[config.mk]
export PLATFORM = sky130hd
export DESIGN_NAME = bcsg_queue
export DESIGN_NICKNAME = d
export VERILOG_FILES = /design/src/sv/bcsg_pkg.sv /design/src/sv/bcsg_queue.sv
export SDC_FILE = /design/constraint.sdc
export NUM_CORES = 1
export LEC_CHECK = 0
export BUFFER_PORTS_ARGS = -buffer_cell sky130_fd_sc_hd__buf_2
export CAP_MARGIN = 20
export CORE_MARGIN = 4
export CORE_UTILIZATION = 24
export DETAILED_ROUTE_END_ITERATION = 8
export GPL_TIMING_DRIVEN = 0
export HOLD_SLACK_MARGIN = 0.06
export PLACE_DENSITY_LB_ADDON = 0.1
export RECOVER_POWER = 50
export SETUP_SLACK_MARGIN = 0.4
export SKIP_CTS_REPAIR_TIMING = 1
export SYNTH_ARGS = -nofsm -noshare
export SYNTH_HDL_FRONTEND = slang
export SYNTH_SLANG_ARGS = --single-unit
[constraint.sdc]
create_clock -name i_clk -period 56.7 [get_ports i_clk]
set_clock_uncertainty 0.2 [all_clocks]
set_input_delay 2.835 -clock i_clk [delete_from_list [all_inputs] [get_ports i_clk]]
set_output_delay 2.835 -clock i_clk [all_outputs]
set_load 0.01 [all_outputs]
[src/sv/bcsg_pkg.sv]
// Shared types, constants and codes for the beam contact surface gap block.
`timescale 1ns / 1ps
`default_nettype none

package bcsg_pkg;

    localparam int MAX_FRAMES = 256;
    localparam int ADDR_W     = $clog2(MAX_FRAMES);
    localparam int CNT_W      = (($clog2(MAX_FRAMES + 1) > 9) ? $clog2(MAX_FRAMES + 1) : 9) + 1;
    localparam int QDEPTH     = 2;
    localparam int QPTR_W     = (QDEPTH > 2) ? $clog2(QDEPTH) : 1;
    localparam int QCNT_W     = $clog2(QDEPTH + 1);

    localparam logic [16:0] ONE_W = 17'd65536;

    localparam logic [1:0] CMD_WR_FIRST  = 2'd0;
    localparam logic [1:0] CMD_WR_SECOND = 2'd1;
    localparam logic [1:0] CMD_QUERY     = 2'd2;

    localparam logic [1:0] WP_FIRST  = 2'd0;
    localparam logic [1:0] WP_SECOND = 2'd1;
    localparam logic [1:0] WP_GAP    = 2'd2;

    localparam logic ST_OK    = 1'b0;
    localparam logic ST_RANGE = 1'b1;

    localparam logic [2:0] CFG_OUTPUT_MODE     = 3'd0;
    localparam logic [2:0] CFG_NODE_TO_SEGMENT = 3'd1;
    localparam logic [2:0] CFG_RADIUS_FIRST    = 3'd2;
    localparam logic [2:0] CFG_RADIUS_SECOND   = 3'd3;
    localparam logic [2:0] CFG_MIN_DISTANCE    = 3'd4;
    localparam logic [2:0] CFG_FRAMES_FIRST    = 3'd5;
    localparam logic [2:0] CFG_FRAMES_SECOND   = 3'd6;

    typedef struct packed {
        logic        output_mode;
        logic        node_to_segment;
        logic [30:0] radius_first;
        logic [30:0] radius_second;
        logic [15:0] min_distance;
        logic [8:0]  frames_first;
        logic [8:0]  frames_second;
    } t_cfg;

    // One query as handed from the front to the back: points in order
    // first x, y, z, second x, y, z.
    typedef struct packed {
        logic            ok;
        logic [16:0]     alpha;
        logic [16:0]     beta;
        logic [5:0][31:0] p0;
        logic [5:0][31:0] p1;
        logic [63:0]     quat;
    } t_qitem;

    typedef enum logic [3:0] {
        BS_IDLE,
        BS_ERR,
        BS_LERP,
        BS_DIFF,
        BS_SQ,
        BS_SQRT,
        BS_CHECK,
        BS_FBMUL,
        BS_FBT,
        BS_DIV,
        BS_SCALE,
        BS_OUT0,
        BS_OUT1
    } t_bstate;

endpackage

`default_nettype wire

[src/sv/bcsg_queue.sv]
// Short query queue between the front end and the geometry engine.
`timescale 1ns / 1ps
`default_nettype none

module bcsg_queue import bcsg_pkg::*; (
    input  wire logic   i_clk,
    input  wire logic   i_rst_n,
    input  wire logic   i_push,
    input  wire t_qitem i_item,
    output logic        o_full,
    input  wire logic   i_pop,
    output t_qitem      o_head,
    output logic        o_empty
);

    t_qitem              r_mem [QDEPTH];
    logic [QPTR_W-1:0]   r_wp, r_rp;
    logic [QCNT_W-1:0]   r_cnt;

    assign o_full  = r_cnt == QCNT_W'(QDEPTH);
    assign o_empty = r_cnt == '0;
    assign o_head  = r_mem[r_rp];

    always_ff @(posedge i_clk) begin
        if (!i_rst_n) begin
            r_wp  <= '0;
            r_rp  <= '0;
            r_cnt <= '0;
        end else begin
            if (i_push) begin
                r_wp <= (r_wp == QPTR_W'(QDEPTH - 1)) ? '0 : r_wp + QPTR_W'(1);
            end
            if (i_pop) begin
                r_rp <= (r_rp == QPTR_W'(QDEPTH - 1)) ? '0 : r_rp + QPTR_W'(1);
            end
            if (i_push && !i_pop) begin
                r_cnt <= r_cnt + QCNT_W'(1);
            end else if (!i_push && i_pop) begin
                r_cnt <= r_cnt - QCNT_W'(1);
            end
        end
    end

    always_ff @(posedge i_clk) begin
        if (i_push) begin
            r_mem[r_wp] <= i_item;
        end
    end

endmodule

`default_nettype wire

==> results.tsv <==
stage	metric	value	unit
run_status	failed_checks	max-capacitance violations, max-slew violations	
floorplanning	die_w	403	µm
floorplanning	dieArea	162000	µm²
finish	multiInputGateArea	7320	µm²
power_and_ir_drop	p_int	1.33	mW
finish	regArea	29100	µm²
timing	rsz0062_at_grt	false	
finish	syn2layout_area_growth	29.8	%
grt	grt_util_all_layers	12.9	%
setup_path	cp_top_family	simple AND/OR/NAND/NOR gates	
floorplanning	core	155000	µm²
setup_path	end_kind	flop	
route	vias_per_cell	3.89	
floorplanning	initial_core_util	24.2	%
setup_path	worstSetupPathType	in -> reg	
clock_network	max-clock-path-buffers	3	
route	drt_first_pass_iters	4	
finish	final_cell_mix	edfxtp_1 (966), buf_2 (723), mux2_4 (470)	
timing	period_minus_slack	7.25	ns
route	drtIter0Drc	829	
synth	ys_types	19	
finish	fillers	15300	
route	wl_per_cell	22.8	µm
finish	final_core_util	31.4	%
flow_run	maxCapViolCount	7	
grt	grt_max_degree	58	
grt	grt_antenna_before_repair	86	
timing	tightest_slew	4.23	ns
floorplanning	pin_count	972	
synth	avgSynthCellArea	24.6	µm²
synth	yosysWarningCount	0	
grt	grt_pass1_vias	20400	
clock_network	worstSkewPairLatency	0.72	ns
setup_path	crit_buf_inv	5	
timing	fmax	138	MHz
timing	tns	0	ns
clock_network	cts_tree	done	
power_and_ir_drop	ir_drop	0.0261	mV
synth	syn_inst	1525	
power_and_ir_drop	switchingPower	407	µW
timing	slew_headroom	-182	%
floorplanning	fp.dieH	403	µm
power_and_ir_drop	p_seq_share	48.3	%
route	ant_nets	0	
setup_path	crit_path_cell_trace	clkbuf_1, and2_0, buf_16, buf_16, buf_16, buf_16	
grt	grt_pass1_wl	149000	µm
power_and_ir_drop	powerDensity	35.8	nW/µm²
finish	mostFrequentLayoutCell	edfxtp_1	
timing	setup_viol	0	
grt	grt_overflow	0	
synth	ys_ff_latch	971	
clock_network	cts-root-buf	clkbuf_16	
finish	drive_above_1_share	52.1	%
route	drc_errors	0	
setup_path	start_kind	input port	
timing	finalHoldViolations	0	
place	place_hpwl	83700	µm
clock_network	h-tree-depth	3	
setup_path	worstPathMaxFanout	55	
setup_path	cp.arrival	7.40	ns
clock_network	cts_buffers	114	
place	port_buffers	971	
power_and_ir_drop	switching_share	23.4	%
setup_path	required	56.85	ns
setup_path	crit_slowest_cell	and2_0	
route	routed_wirelength	110000	µm
floorplanning	rows	144	
run_status	status	finished, violations left	
clock_network	clk_pin_slew_worst_paths	0.05	ns
power_and_ir_drop	cellLeakagePower	18.2	nW
timing	finalMaxSlewViolations	217	
setup_path	cpPeakStageDelay	3.03	ns
synth	synth_sequential_area_ratio	77.7	%
power_and_ir_drop	pwr-share-comb	12.5	%
timing	min_period_over_period	12.8	%
power_and_ir_drop	power_frac_clock	39.3	%
worst_hold_path	hp-class	reg -> reg	
place	gp_congestion	0.772	
route	vias	18700	
finish	nets	3128	
clock_network	clock-sinks	971	
synth	syn_area	37400	µm²
synth	synth_nets	2013	
setup_path	critPathMostFrequentCell	buf_16	
==> kinds of logic after synthesis <==
kind of cell             synth area share [%]
AO/OA/AOI/OAI                          0.0535
XOR/XNOR                               0.0702
adder cells (fa/ha/maj)                0.0334
buffers and inverters                    2.73
flip-flops                               77.7
multiplexers                             19.2
AND/OR/NAND/NOR                         0.144
==> sequential cells by signal, summed over array words and instances (netlist names), named ones only <==
| signal | flops |
|---|---|
| r_cnt | 2 |
| r_mem | 966 |
| r_rp | 1 |
| r_wp | 1 |
==> power by group through the flow <==
stage	sequential [mW]	combinational (mW)	clock, mW
global placement	0.895	0.219	0
CTS	0.839	0.229	0.713
detailed placement	0.854	0.228	0
finish	0.840	0.217	0.683
floorplan	0.877	0.127	0
global route	0.842	0.232	0.744
==> layout make-up <==
class / count / share of cell area (%)
multi-input cells: 499 / 15.1
clock buffers: 149 / 6.18
plain buffers: 54 / 2.09
clock inverters: 63 / 1.04
flip-flops and latches: 971 / 59.9
diodes: 24 / 0.124
inverters: 1 / 0.00772
repair buffers: 999 / 10.4
well taps: 2044 / 5.26
==> worst reg2reg max path: cells and delay by family, from the launching register on <==
family | cells | cell delay, ns
simple gates | 1 | 3.01
buf+inv | 4 | 1.33
flops | 1 | 0.34
==> metal layers <==
layer	track usage (%)	vias to the layer above	part of all wire (%)	wire, µm
met5	0	-	0.43	468
met1	12.2	9224	33	35700
met4	4.29	74	2.9	3180
met2	23.0	735	51	56200
met3	7.97	265	13	14000
li1	-	8411	-	-
==> cell usage after synthesis <==
| library cell | instances | area (µm²) |
|---|---|---|
| o21ai_0 | 1 | 5.00 |
| buf_12 | 44 | 881 |
| nor2_1 | 1 | 3.75 |
| and2_1 | 4 | 25.0 |
| buf_8 | 8 | 120 |
| dfxtp_1 | 5 | 100 |
| buf_6 | 1 | 11.3 |
| xor2_1 | 2 | 17.5 |
| inv_1 | 1 | 3.75 |
| o21a_1 | 1 | 7.51 |
| mux2_2 | 13 | 146 |
| buf_2 | 1 | 5.00 |
| or3_1 | 1 | 6.26 |
| mux2_4 | 470 | 7060 |
| ha_1 | 1 | 12.5 |
| xnor2_1 | 1 | 8.76 |
| edfxtp_1 | 966 | 29000 |
| a21boi_0 | 1 | 7.51 |
| nor2b_1 | 3 | 18.8 |
==> worst paths after layout <==
kind | slack, ns | from | depth (start not counted) | endpoint
worst min-delay path | 0.31 | r_cnt[1] | 2 | r_cnt[1]
worst min register to register | 0.31 | r_cnt[1] | 2 | r_cnt[1]
worst max-delay path | 49.45 | i_push | 6 | r_mem[1][146]
worst max register to register | 51.39 | r_wp | 5 | r_mem[1][146]
==> per-stage QoR <==
step | worst slack, ns | cell area, µm² | hold slack, ns | power (mW) | instances
floorplan | 31.33 | 37400 | 0.273 | 1.00 | 1525
global placement | 15.94 | 44900 | 0.288 | 1.11 | 4540
detailed placement | 50.94 | 45500 | 0.308 | 1.08 | 4568
CTS | 51.26 | 49000 | 0.318 | 1.78 | 4780
global route | 49.08 | 48600 | 0.386 | 1.82 | 4790
finish | 49.45 | 48600 | 0.313 | 1.74 | 4804
Power figures use the tool's default switching activity.
